<file path="config.mk">
export PLATFORM = sky130hd
export DESIGN_NAME = osa_cell
export DESIGN_NICKNAME = d
export VERILOG_FILES = /design/src/osa_pkg.sv /design/src/osa_cell.sv
export SDC_FILE = /design/constraint.sdc
export NUM_CORES = 1
export LEC_CHECK = 0
export ABC_AREA = 1
export BUFFER_PORTS_ARGS = -buffer_cell sky130_fd_sc_hd__buf_2
export CAP_MARGIN = 20
export CORE_MARGIN = 2
export CORE_UTILIZATION = 50
export CTS_BUF_LIST = sky130_fd_sc_hd__clkbuf_16
export DETAILED_ROUTE_END_ITERATION = 7
export PLACE_DENSITY = 0.95
export SYNTH_ARGS = -nofsm -noshare
export SYNTH_HDL_FRONTEND = slang
export SYNTH_SLANG_ARGS = --single-unit
</file>
<file path="constraint.sdc">
create_clock -name clk -period 9.3 [get_ports clk]
set_input_delay 1.86 -clock clk [delete_from_list [all_inputs] [get_ports clk]]
set_output_delay 1.86 -clock clk [all_outputs]
set_load 0.02 [all_outputs]
</file>
<file path="src/osa_pkg.sv">
// Shared constants and token control type for the edit distance cell chain.
package osa_pkg;

  localparam int SYM_W           = 21;
  localparam int DIST_W          = 7;
  localparam int MAX_LEN_DEF     = 64;
  localparam int SYMBOL_BITS_DEF = 21;

  // Control bits that travel with each wavefront token
  typedef struct packed {
    logic valid;    // token present in this slot
    logic upd;      // token carries a symbol that advances the column
    logic fin;      // token closes the comparison and collects the distance
    logic at_edge;  // token comes straight from the column head (no left symbol)
    logic jgt1;     // column index of this symbol is above one
  } tok_ctl_t;

endpackage

</file>
<file path="src/osa_cell.sv">
// One first-string position: stores its symbol and its two column entries.
module osa_cell import osa_pkg::*; #(
  parameter int IDX   = 1,
  parameter int CMP_W = SYMBOL_BITS_DEF,
  parameter int VW    = 7
) (
  input  logic             clk,
  input  logic             rst_n,
  input  logic             flush,
  input  logic             init,
  input  logic             wr_en,
  input  logic [VW-1:0]    wr_idx,
  input  logic [CMP_W-1:0] wr_sym,
  input  logic [VW-1:0]    len,
  input  tok_ctl_t         in_ctl,
  input  logic [CMP_W-1:0] in_c,
  input  logic [CMP_W-1:0] in_pc,
  input  logic [CMP_W-1:0] in_a,
  input  logic [VW-1:0]    in_n,
  input  logic [VW-1:0]    in_d,
  input  logic [VW-1:0]    in_q,
  input  logic [VW-1:0]    in_r,
  input  logic [VW-1:0]    in_dist,
  output tok_ctl_t         out_ctl,
  output logic [CMP_W-1:0] out_c,
  output logic [CMP_W-1:0] out_pc,
  output logic [CMP_W-1:0] out_a,
  output logic [VW-1:0]    out_n,
  output logic [VW-1:0]    out_d,
  output logic [VW-1:0]    out_q,
  output logic [VW-1:0]    out_r,
  output logic [VW-1:0]    out_dist
);

  localparam logic [VW-1:0] MY_IDX = VW'(IDX);
  localparam logic [VW-1:0] WR_POS = VW'(IDX - 1);

  logic [CMP_W-1:0] sym_r;
  logic [VW-1:0]    cur_r;
  logic [VW-1:0]    prv_r;

  tok_ctl_t         ctl_r;
  logic [CMP_W-1:0] c_r, pc_r;
  logic [VW-1:0]    n_r, d_r, q_r, r_r, dist_r;

  logic             cost;
  logic             swap;
  logic             step;
  logic [VW:0]      up_v, left_v, diag_v, trn_v, best1, best;
  logic [VW-1:0]    v;

  // Evaluate the recurrence for this position
  always_comb begin
    cost   = (sym_r != in_c);
    up_v   = {1'b0, cur_r} + (VW+1)'(1);
    left_v = {1'b0, in_n} + (VW+1)'(1);
    diag_v = {1'b0, in_d} + {{VW{1'b0}}, cost};
    trn_v  = {1'b0, in_r} + {{VW{1'b0}}, cost};
    best1  = (up_v < left_v) ? up_v : left_v;
    best1  = (diag_v < best1) ? diag_v : best1;
    swap   = !in_ctl.at_edge && in_ctl.jgt1 && (sym_r == in_pc) && (in_a == in_c);
    best   = (swap && (trn_v < best1)) ? trn_v : best1;
    v      = best[VW-1:0];
    step   = in_ctl.valid && in_ctl.upd;
  end

  // Hold the stored first-string symbol
  always_ff @(posedge clk) begin
    if (wr_en && (wr_idx == WR_POS)) begin
      sym_r <= wr_sym;
    end
  end

  // Initialise or advance the column entries
  always_ff @(posedge clk) begin
    if (init) begin
      cur_r <= MY_IDX;
      prv_r <= MY_IDX;
    end else if (step) begin
      prv_r <= cur_r;
      cur_r <= v;
    end
  end

  // Token control towards the next cell
  always_ff @(posedge clk) begin
    if (!rst_n || flush) begin
      ctl_r <= '0;
    end else begin
      ctl_r <= '{valid: in_ctl.valid, upd: in_ctl.upd, fin: in_ctl.fin,
                 at_edge: 1'b0, jgt1: in_ctl.jgt1};
    end
  end

  // Token payload towards the next cell; pick up the distance at the string end
  always_ff @(posedge clk) begin
    c_r    <= in_c;
    pc_r   <= in_pc;
    n_r    <= v;
    d_r    <= cur_r;
    q_r    <= prv_r;
    r_r    <= in_q;
    dist_r <= (len == MY_IDX) ? (step ? v : cur_r) : in_dist;
  end

  assign out_ctl  = ctl_r;
  assign out_c    = c_r;
  assign out_pc   = pc_r;
  assign out_a    = sym_r;
  assign out_n    = n_r;
  assign out_d    = d_r;
  assign out_q    = q_r;
  assign out_r    = r_r;
  assign out_dist = dist_r;

endmodule

</file>
Word-level counts from Yosys, hierarchy flattened
Cells that the tools add are included.
{"block": "op_classes", "mux": 5, "add_sub_neg": 4, "n_eq_ne": 4, "order_cmp": 3, "reduce_logical": 10}
{"cell": "$eq A21 B21 Y1", "count": 2}
{"cell": "$lt A8 B8 Y1", "count": 3}
{"cell": "$mux W7", "count": 3}
{"cell": "$ne A21 B21 Y1", "count": 1}
{"cell": "$add A7 B1 Y8", "count": 2}
{"cell": "$add A7 B1 Y8 const B", "count": 2}
{"cell": "$mux W8", "count": 2}
{"cell": "$eq A7 B1 Y1 const B", "count": 1}
{"cell": "$logic_not A7 Y1", "count": 1}
{"cell": "$logic_and A1 B1 Y1", "count": 6}
{"cell": "$logic_not A1 Y1", "count": 2}
{"cell": "$logic_or A1 B1 Y1", "count": 1}
{"block": "totals", "out_inout_bits": 103, "reg_bits": 117, "in_bits": 143}

Depth between registers and ports, before layout
Gate-level depths: netlist (run 1).
{"block": "depth", "ltp_word": 10, "mapped_depth": 35, "ltp_nobuf": 33}

Worst setup path before layout (run 1)
OpenSTA, ideal clock, no wires.
{"block": "synth_timing", "path_kind": "input-to-reg", "startpoint": "input port in_n[0]", "endpoint": "register dist_r[6] (netlist: out_dist[6])", "path_buffers": 2, "slack_ps": 3034, "required_time_ps": 9187, "t_arrival_ps": 6153, "path_stages": 32, "setup_ps": 113, "path_cell_list": "ha_1 > xnor2_1 > ha_1 > nand2_1 > inv_1 > nand2_1 > nand2_1 > nand2_1 > nand3_1 > nand2_2 > nand2_4 > clkbuf_1 > o21ai_0 > ha_1 > a21oi_1 > nor2_1 > a211oi_1 > nand2_2 > buf_2 > nand2_1 > o21ai_0 > ha_1 > a21oi_1 > o211ai_1 > nor4_1 > o2111ai_1 > nor2_1 > nand2_4 > nand2_2 > nand3_2 > nand3_1 > nand2_1"}
{"block": "synth_via", "elab_chain_len": 10}
{"item": "start: declaration", "line_no": "osa_cell.sv:19", "source": "input logic [VW-1:0] in_n,"}
{"item": "$add A7 B1 Y8 *", "line_no": "osa_cell.sv:56", "source": "left_v = {1'b0, in_n} + (VW+1)'(1);"}
{"item": "$lt A8 B8 Y1", "line_no": "osa_cell.sv:59", "source": "best1 = (up_v < left_v) ? up_v : left_v;"}
{"item": "$mux W8 *", "line_no": "osa_cell.sv:59"}
{"item": "$lt A8 B8 Y1", "line_no": "osa_cell.sv:60", "source": "best1 = (diag_v < best1) ? diag_v : best1;"}
{"item": "$mux W8 *", "line_no": "osa_cell.sv:60"}
{"item": "$lt A8 B8 Y1", "line_no": "osa_cell.sv:62", "source": "best = (swap && (trn_v < best1)) ? trn_v : best1;"}
{"item": "$logic_and A1 B1 Y1", "line_no": "osa_cell.sv:62"}
{"item": "$mux W7 *", "line_no": "osa_cell.sv:62"}
{"item": "$mux W7 *"}
{"item": "$mux W7 *", "line_no": "osa_cell.sv:103", "source": "dist_r <= (len == MY_IDX) ? (step ? v : cur_r) : in_dist;"}
{"item": "end signal: assignment", "line_no": "osa_cell.sv:103"}
{"item": "end: declaration", "line_no": "osa_cell.sv:44", "source": "logic [VW-1:0] n_r, d_r, q_r, r_r, dist_r;"}
Every way passes the cells marked *; elsewhere a longest branch is shown, timed or not.
A chain may end at the register's enable or synchronous reset.

Worst setup path in the final report (run 1)
{"block": "layout_timing", "startpoint": "input port in_c[18]", "endpoint": "register dist_r[2] (netlist: out_dist[2])"}
{"block": "layout_via", "elab_chain_len": 9, "word_cells_on_any_way": 12, "classes_between": "add/sub: 2; order compare: 2; eq/ne: 2; mux: 4; reduce/logical: 2"}
{"item": "start: declaration", "line_no": "osa_cell.sv:16", "source": "input logic [CMP_W-1:0] in_c,"}
{"item": "$ne A21 B21 Y1", "line_no": "osa_cell.sv:54", "source": "cost = (sym_r != in_c);"}
{"item": "$add A7 B1 Y8", "line_no": "osa_cell.sv:57", "source": "diag_v = {1'b0, in_d} + {{VW{1'b0}}, cost};"}
{"item": "$lt A8 B8 Y1", "line_no": "osa_cell.sv:60"}
{"item": "$mux W8", "line_no": "osa_cell.sv:60"}
{"item": "$lt A8 B8 Y1", "line_no": "osa_cell.sv:62"}
{"item": "$logic_and A1 B1 Y1", "line_no": "osa_cell.sv:62"}
{"item": "$mux W7 *", "line_no": "osa_cell.sv:62"}
{"item": "$mux W7 *"}
{"item": "$mux W7 *", "line_no": "osa_cell.sv:103"}
Marks and branches as above.

==> results of run 1 <==
sequential cells by signal, summed over array words and instances, names as in the netlist:
signal    count
out_a        21
out_r         7
prv_r         7
out_pc       21
out_q         7
out_n         7
out_dist      7
out_d         7
out_c        21
cur_r         7
out_ctl       4
Yosys cell counts (all sizes together), types with 6 or more instances:
master  number
dfxtp       95
edfxtp      21
inv         72
o21ai       26
xor2        30
xnor2       23
a21oi       10
nor2        29
nand2      142
ha          25
nor4        10
nand4        6
nand3       44
o22ai        6
or2          7
worst reg2reg max path: cells and delay by family, from the launching register on:
family / cells / cell delay [ps]
AO/OA/AOI/OAI: 6 / 1050
XOR/XNOR: 1 / 290
adder cells (fa/ha/maj): 3 / 930
buffers and inverters: 1 / 30
flip-flops: 1 / 510
AND/OR/NAND/NOR: 19 / 2510
metrics by stage:
step | utilization | hold slack (ps) | power (W) | cell area (um^2) | cells
after detailed placement | 0.6561 | 340.7 | 0.0008874 | 6472 | 947
final | 0.7192 | 356.6 | 0.001562 | 7094 | 979
after floorplan | - | 325.9 | 0.0007750 | 5109 | 575
after global placement | 0.6561 | 336.5 | 0.0008778 | 6472 | 947
after CTS | 0.7192 | 355.7 | 0.001562 | 7094 | 979
after global routing | 0.7192 | 360.5 | 0.001625 | 7094 | 979
logic make-up (layout without fill, tap and decap cells):
family,Yosys count,in the layout
adder cells (fa/ha/maj),25,25
AO/OA/AOI/OAI,52,52
XOR/XNOR,53,53
AND/OR/NAND/NOR,250,250
flip-flops,116,116
buffers and inverters,78,349
other,1,1
cell usage in the layout, fill, tap and decap left out, drive strengths merged:
master / count
buf: 244
nand2: 142
dfxtp: 95
inv: 75
nand3: 44
xor2: 30
nor2: 29
o21ai: 26
ha: 25
xnor2: 23
edfxtp: 21
clkbuf: 20
a21oi: 10
nor4: 10
or2: 7
nand4: 6
o22ai: 6
clkinvlp: 4
clkinv: 4
nand3b: 3
o211ai: 3
nor3: 3
o2111ai: 3
and3: 2
bufinv: 2
o21bai: 1
a211oi: 1
nor3b: 1
or4: 1
or3: 1
o221ai: 1
a2111oi: 1
and2: 1
conb: 1
routing by layer:
layer	routed length (um)	share of wire	global-route usage
met1	6021	0.37	0.3242
met2	8631	0.53	0.5473
met3	1256	0.078	0.06301
met4	256	0.016	0.08381
met5	0	0	0
area by class of cell:
class                   count  area [um^2]
clock buffers              20        500.5
clock inverters            12        121.4
fillers                   708         2770
inverters                  73        274.0
multi-input cells         381         2278
flip-flops and latches    116         2532
well taps                 133        166.4
repair buffers            244         1221
worst max path at each step:
stage                  endpoint      from  slack, ps
global placement    out_dist[6]  in_c[18]       2480
detailed placement  out_dist[1]  in_c[18]       2360
global route        out_dist[2]  in_c[18]       2130
CTS                 out_dist[2]  in_c[18]       2740
finish              out_dist[2]  in_c[18]       2770
floorplan           out_dist[6]   in_n[0]       3030
report_power, final:
group          internal (W)  switching [W]
combinational      0.000117       0.000202
sequential         0.000550      0.0000153
clock              0.000440       0.000237
==> flow_metrics.tcl, run 1 <==
set metrics [dict create \
    status "finished clean" \
    synth_compound_area_frac 0.05854 \
    layout-drive-gt1-share 0.3676 \
    seq_area_frac_synth 0.4957 \
    syn_area_mm2 0.005109 \
    crit_path_max_fanout 15 \
    synth_adder_area_share 0.06123 \
    area_growth_pct 38.87 \
    grt-ovfl-total 0 \
    viasPerCell 5.127 \
    grt_setup_unrepaired "no" \
    slew_headroom 0.3088 \
    gp_congestion 0.9690 \
    avgSynthCellArea_um2 8.885 \
    clkLatencyLatePin_ps 400 \
    critPathLaunchType "primary input" \
    h-tree-depth 4 \
    cap_violations 0 \
    cts_made_buffers 17 \
    drt-total-wl_um 16170 \
    remaining_drc_errors 0 \
    critPathBufInv 2 \
    synth_fp_nets 743 \
    grt_pass1_wl_um 24820 \
    synth_top_family_by_area "simple AND/OR/NAND/NOR gates" \
    worstPathRequired_ps 9590 \
    vias 5019 \
    antenna_cells 0 \
    synthXorXnorAreaFrac 0.09086 \
    whs_endpoint "out_q[6]" \
    hp-start "prv_r[6]" \
    hold_violations 0 \
    timing.rr.start "cur_r[2]" \
    cts_hold_buf 0 \
    cp_slowest_cell "nor2_1" \
    end_kind "flop" \
    syn_inst 575 \
    finalCritPeriodShare 0.7021 \
    grt_pass1_vias 4927 \
    path_clk_slew_ps 60 \
    ant_nets 0 \
    cts-root-buf "clkbuf_16" \
    io_buffers 244 \
    ys_types 38 \
    fin_ws_ps 2771 \
    synth_mux_area_frac 0 \
    drtIter0Drc 257 \
    hold_path.class "flop to flop" \
    tns_ps 0 \
    hpwlAfterDp_um 12720 \
    finalSetupViolCount 0 \
    path_depth 29 \
    yosysTopAreaCell "dfxtp_1" \
    cp_top_family "simple AND/OR/NAND/NOR gates" \
    synth_edf_count 21 \
    io_pins 246 \
    synth-seq-cells 116 \
    synth_warnings 0 \
    finalMaxSlewViolations 0 \
    cts_sinks 116 \
    tritoncts "built" \
    dr.pass1.iters 5 \
    track_usage 0.2900 \
    fmax_ghz 0.1532 \
    ir_drop_mv 0.1811 \
    cp.arrival_ps 6820 \
    skew_ps 9.327 \
    antenna_found_initial 0 \
    nets 1001 \
    start_util 0.5179 \
    wl_per_cell_um 16.51 \
    die_area_mm2 0.01104 \
    fp.dieH_um 105.1 \
    tightest_slew_ps 1037 \
    yosys.area_share.simple 0.2346 \
    r2r_slack_ps 3880 \
    synth_area_leaders "dfxtp_1 (37%), edfxtp_1 (12%), nand2_1 (9.0%)" \
    hold-path-cell-count 0 \
    ys.flop_type "dfxtp_1" \
    synth-async-reset-ratio 0 \
    power_density_mw_per_mm2 220.2 \
    p_leak_nw 3.625 \
    cts_buffer_depth 2 \
    coreArea_mm2 0.009864 \
    final.min_clock_period_ps 6529 \
    post_cts_resized 0 \
    critPathKind "primary input to flop" \
    rows 36 \
    synth_top_area_frac 0.3723 \
    reg2reg_depth 30 \
    die_w_um 105.1 \
    place_ws_ps 2356 \
    r2r_end "out_dist[2]" \
    slowest_delay_ps 520 \
    grt_max_degree 22 \
    postCtsSetupRepairBufs 0 \
]
(Power assumes the default switching activity.)
==> run 2: changes to the inputs <==
--- a/config.mk
+++ b/config.mk
@@ -9,10 +9,10 @@
 export BUFFER_PORTS_ARGS = -buffer_cell sky130_fd_sc_hd__buf_2
 export CAP_MARGIN = 20
 export CORE_MARGIN = 2
-export CORE_UTILIZATION = 50
+export CORE_UTILIZATION = 42
 export CTS_BUF_LIST = sky130_fd_sc_hd__clkbuf_16
 export DETAILED_ROUTE_END_ITERATION = 7
-export PLACE_DENSITY = 0.95
+export PLACE_DENSITY = 0.87
 export SYNTH_ARGS = -nofsm -noshare
 export SYNTH_HDL_FRONTEND = slang
 export SYNTH_SLANG_ARGS = --single-unit
==> constraint.sdc (replaced) <==
create_clock -name clk -period 5.88 [get_ports clk]
set_input_delay 1.176 -clock clk [delete_from_list [all_inputs] [get_ports clk]]
set_output_delay 1.176 -clock clk [all_outputs]
set_load 0.02 [all_outputs]
==> run 2 against run 1 <==
Register-to-register slack lost 3100 ps. Sequential cell count unchanged. Hold slack got worse by 11 ps. Total power increased by 57%. Combinational power up 70%. Routed wire length fell by 0.44%. Via count up 0.14%. Setup slack worse by 2400 ps. Clock power grew 50%. Final area up 1.7%. First-iteration DRC count rose by 57%. Core utilization down 12 points. Largest cell class unchanged.
==> flow_metrics.tcl, run 2 (same netlist as run 1, synthesis figures left out) <==
set metrics [dict create \
    area_growth_pct 41.27 \
    layout-drive-gt1-share 0.3818 \
    coreArea_mm2 0.01196 \
    crit_path_max_fanout 8 \
    io_buffers 244 \
    h-tree-depth 4 \
    cts_made_buffers 17 \
    skew_ps 6.506 \
    cts_sinks 116 \
    gp_congestion 0.8939 \
    path_clk_slew_ps 60 \
    tritoncts "built" \
    tns_ps 0 \
    cp_slowest_cell "o21ai_0" \
    end_kind "flop" \
    finalMaxSlewViolations 0 \
    place_ws_ps -68.92 \
    grt-ovfl-total 0 \
    remaining_drc_errors 0 \
    tightest_slew_ps 709.2 \
    status "finished clean" \
    final_area_mm2 0.007217 \
    r2r_end "out_dist[1]" \
    rows 40 \
    whs_endpoint "out_q[6]" \
    slew_headroom 0.5228 \
    multi_input_area_mm2 0.002301 \
    die_w_um 114.3 \
    r2r_slack_ps 780 \
    ir_drop_mv 0.2301 \
    vias 5026 \
    cts_buffer_depth 2 \
    drtIter0Drc 403 \
    fin_ws_ps 394.4 \
    grt_pass1_wl_um 24230 \
    hold_path.class "flop to flop" \
    reg2reg_depth 28 \
    viasPerCell 4.991 \
    fp.dieH_um 114.3 \
    hp-start "prv_r[6]" \
    antenna_found_initial 1 \
    ff_latch_area_mm2 0.002532 \
    start_util 0.4271 \
    hold-path-cell-count 0 \
    nets 1014 \
    critPathLaunchType "primary input" \
    cap_violations 0 \
    dpl-instance-area_mm2 0.006573 \
    final_util 0.6033 \
    cts-root-buf "clkbuf_16" \
    wl_per_cell_um 15.98 \
    layout_commonest_cell "buf_2" \
    io_pins 246 \
    finalCritPeriodShare 0.9329 \
    cp.arrival_ps 5790 \
    power_density_mw_per_mm2 340.0 \
    timing.rr.start "out_a[9]" \
    hpwlAfterDp_um 12780 \
    track_usage 0.2469 \
    finalSetupViolCount 0 \
    finalPower_w 0.002453 \
    p_leak_nw 3.692 \
    drt-total-wl_um 16100 \
    critPathKind "primary input to flop" \
    grt_pass1_vias 4790 \
    final.min_clock_period_ps 5486 \
    clkLatencyLatePin_ps 410 \
    worstPathRequired_ps 6180 \
    ant_nets 0 \
    die_area_mm2 0.01306 \
    fillers 1063 \
    fmax_ghz 0.1823 \
    final_cell_mix "buf_2 (244), nand2_1 (123), dfxtp_1 (95)" \
    grt_max_degree 22 \
    dr.pass1.iters 6 \
    slowest_delay_ps 400 \
    hold_violations 0 \
]
## run 2: changes by cell type in the layout (fill, tap and decap cells not counted), sizes merged
cell | previous run | this run
buf | 244 | 257
diode | 0 | 1
clkinvlp | 4 | 0
clkinv | 4 | 10
clkbuf | 20 | 18
## run 2: worst max path at each step
stage                        start     endpoint  depth (start not counted)
after floorplan            in_n[0]  out_dist[6]                         32
after global placement     in_c[0]  out_dist[4]                         30
after detailed placement   in_c[0]  out_dist[3]                         30
after CTS                  in_c[0]  out_dist[1]                         30
after global routing      in_c[13]  out_dist[1]                         31
final                      in_c[9]  out_dist[1]                         29
## run 2: power breakdown
| group | leakage, nW | total (W) | internal [W] | switching (W) |
|---|---|---|---|---|
| Combinational | 2.41 | 0.000543 | 0.000213 | 0.000330 |
| Sequential | 0.984 | 0.000892 | 0.000869 | 0.0000225 |
| Clock | 0.295 | 0.00102 | 0.000644 | 0.000374 |
## run 2: repair_timing
item / in CTS / in global routing
endpoints found under the setup margin: 0 / 21
resized for setup: 0 / 6
setup buffers: 0 / 1
hold endpoints to repair: 0 / 0
hold buffers: 0 / 0
## run 2: final cells by class
cell class              count  share of cell area
diodes                      1           0.0003467
clock buffers              18             0.06241
flip-flops and latches    116              0.3509
inverters                  73             0.03797
multi-input cells         381              0.3188
clock inverters            14             0.01855
repair buffers            257              0.1855
well taps                 147             0.02549
## run 2: metrics by stage
stage                     std cells  hold WS (ps)
after floorplan                 575         325.9
after global placement          972         333.4
after detailed placement        972         334.0
after CTS                      1004         346.6
after global routing           1006         351.3
final                          1007         345.6
## run 2: per-layer routing
layer	vias to the layer above	wire length, um	track usage
met5	-	0	0
met4	0	509	0.1041
met3	39	1215	0.06617
met2	246	7818	0.4103
met1	2317	6552	0.3032
li1	2424	-	-
## run 2: critical path, delay by kind of cell
kind                     cells  cell delay, ps
AND/OR/NAND/NOR             15            1720
buffers and inverters        5             670
XOR/XNOR                     2             280
AO/OA/AOI/OAI                3             850
adder cells (fa/ha/maj)      4            1060
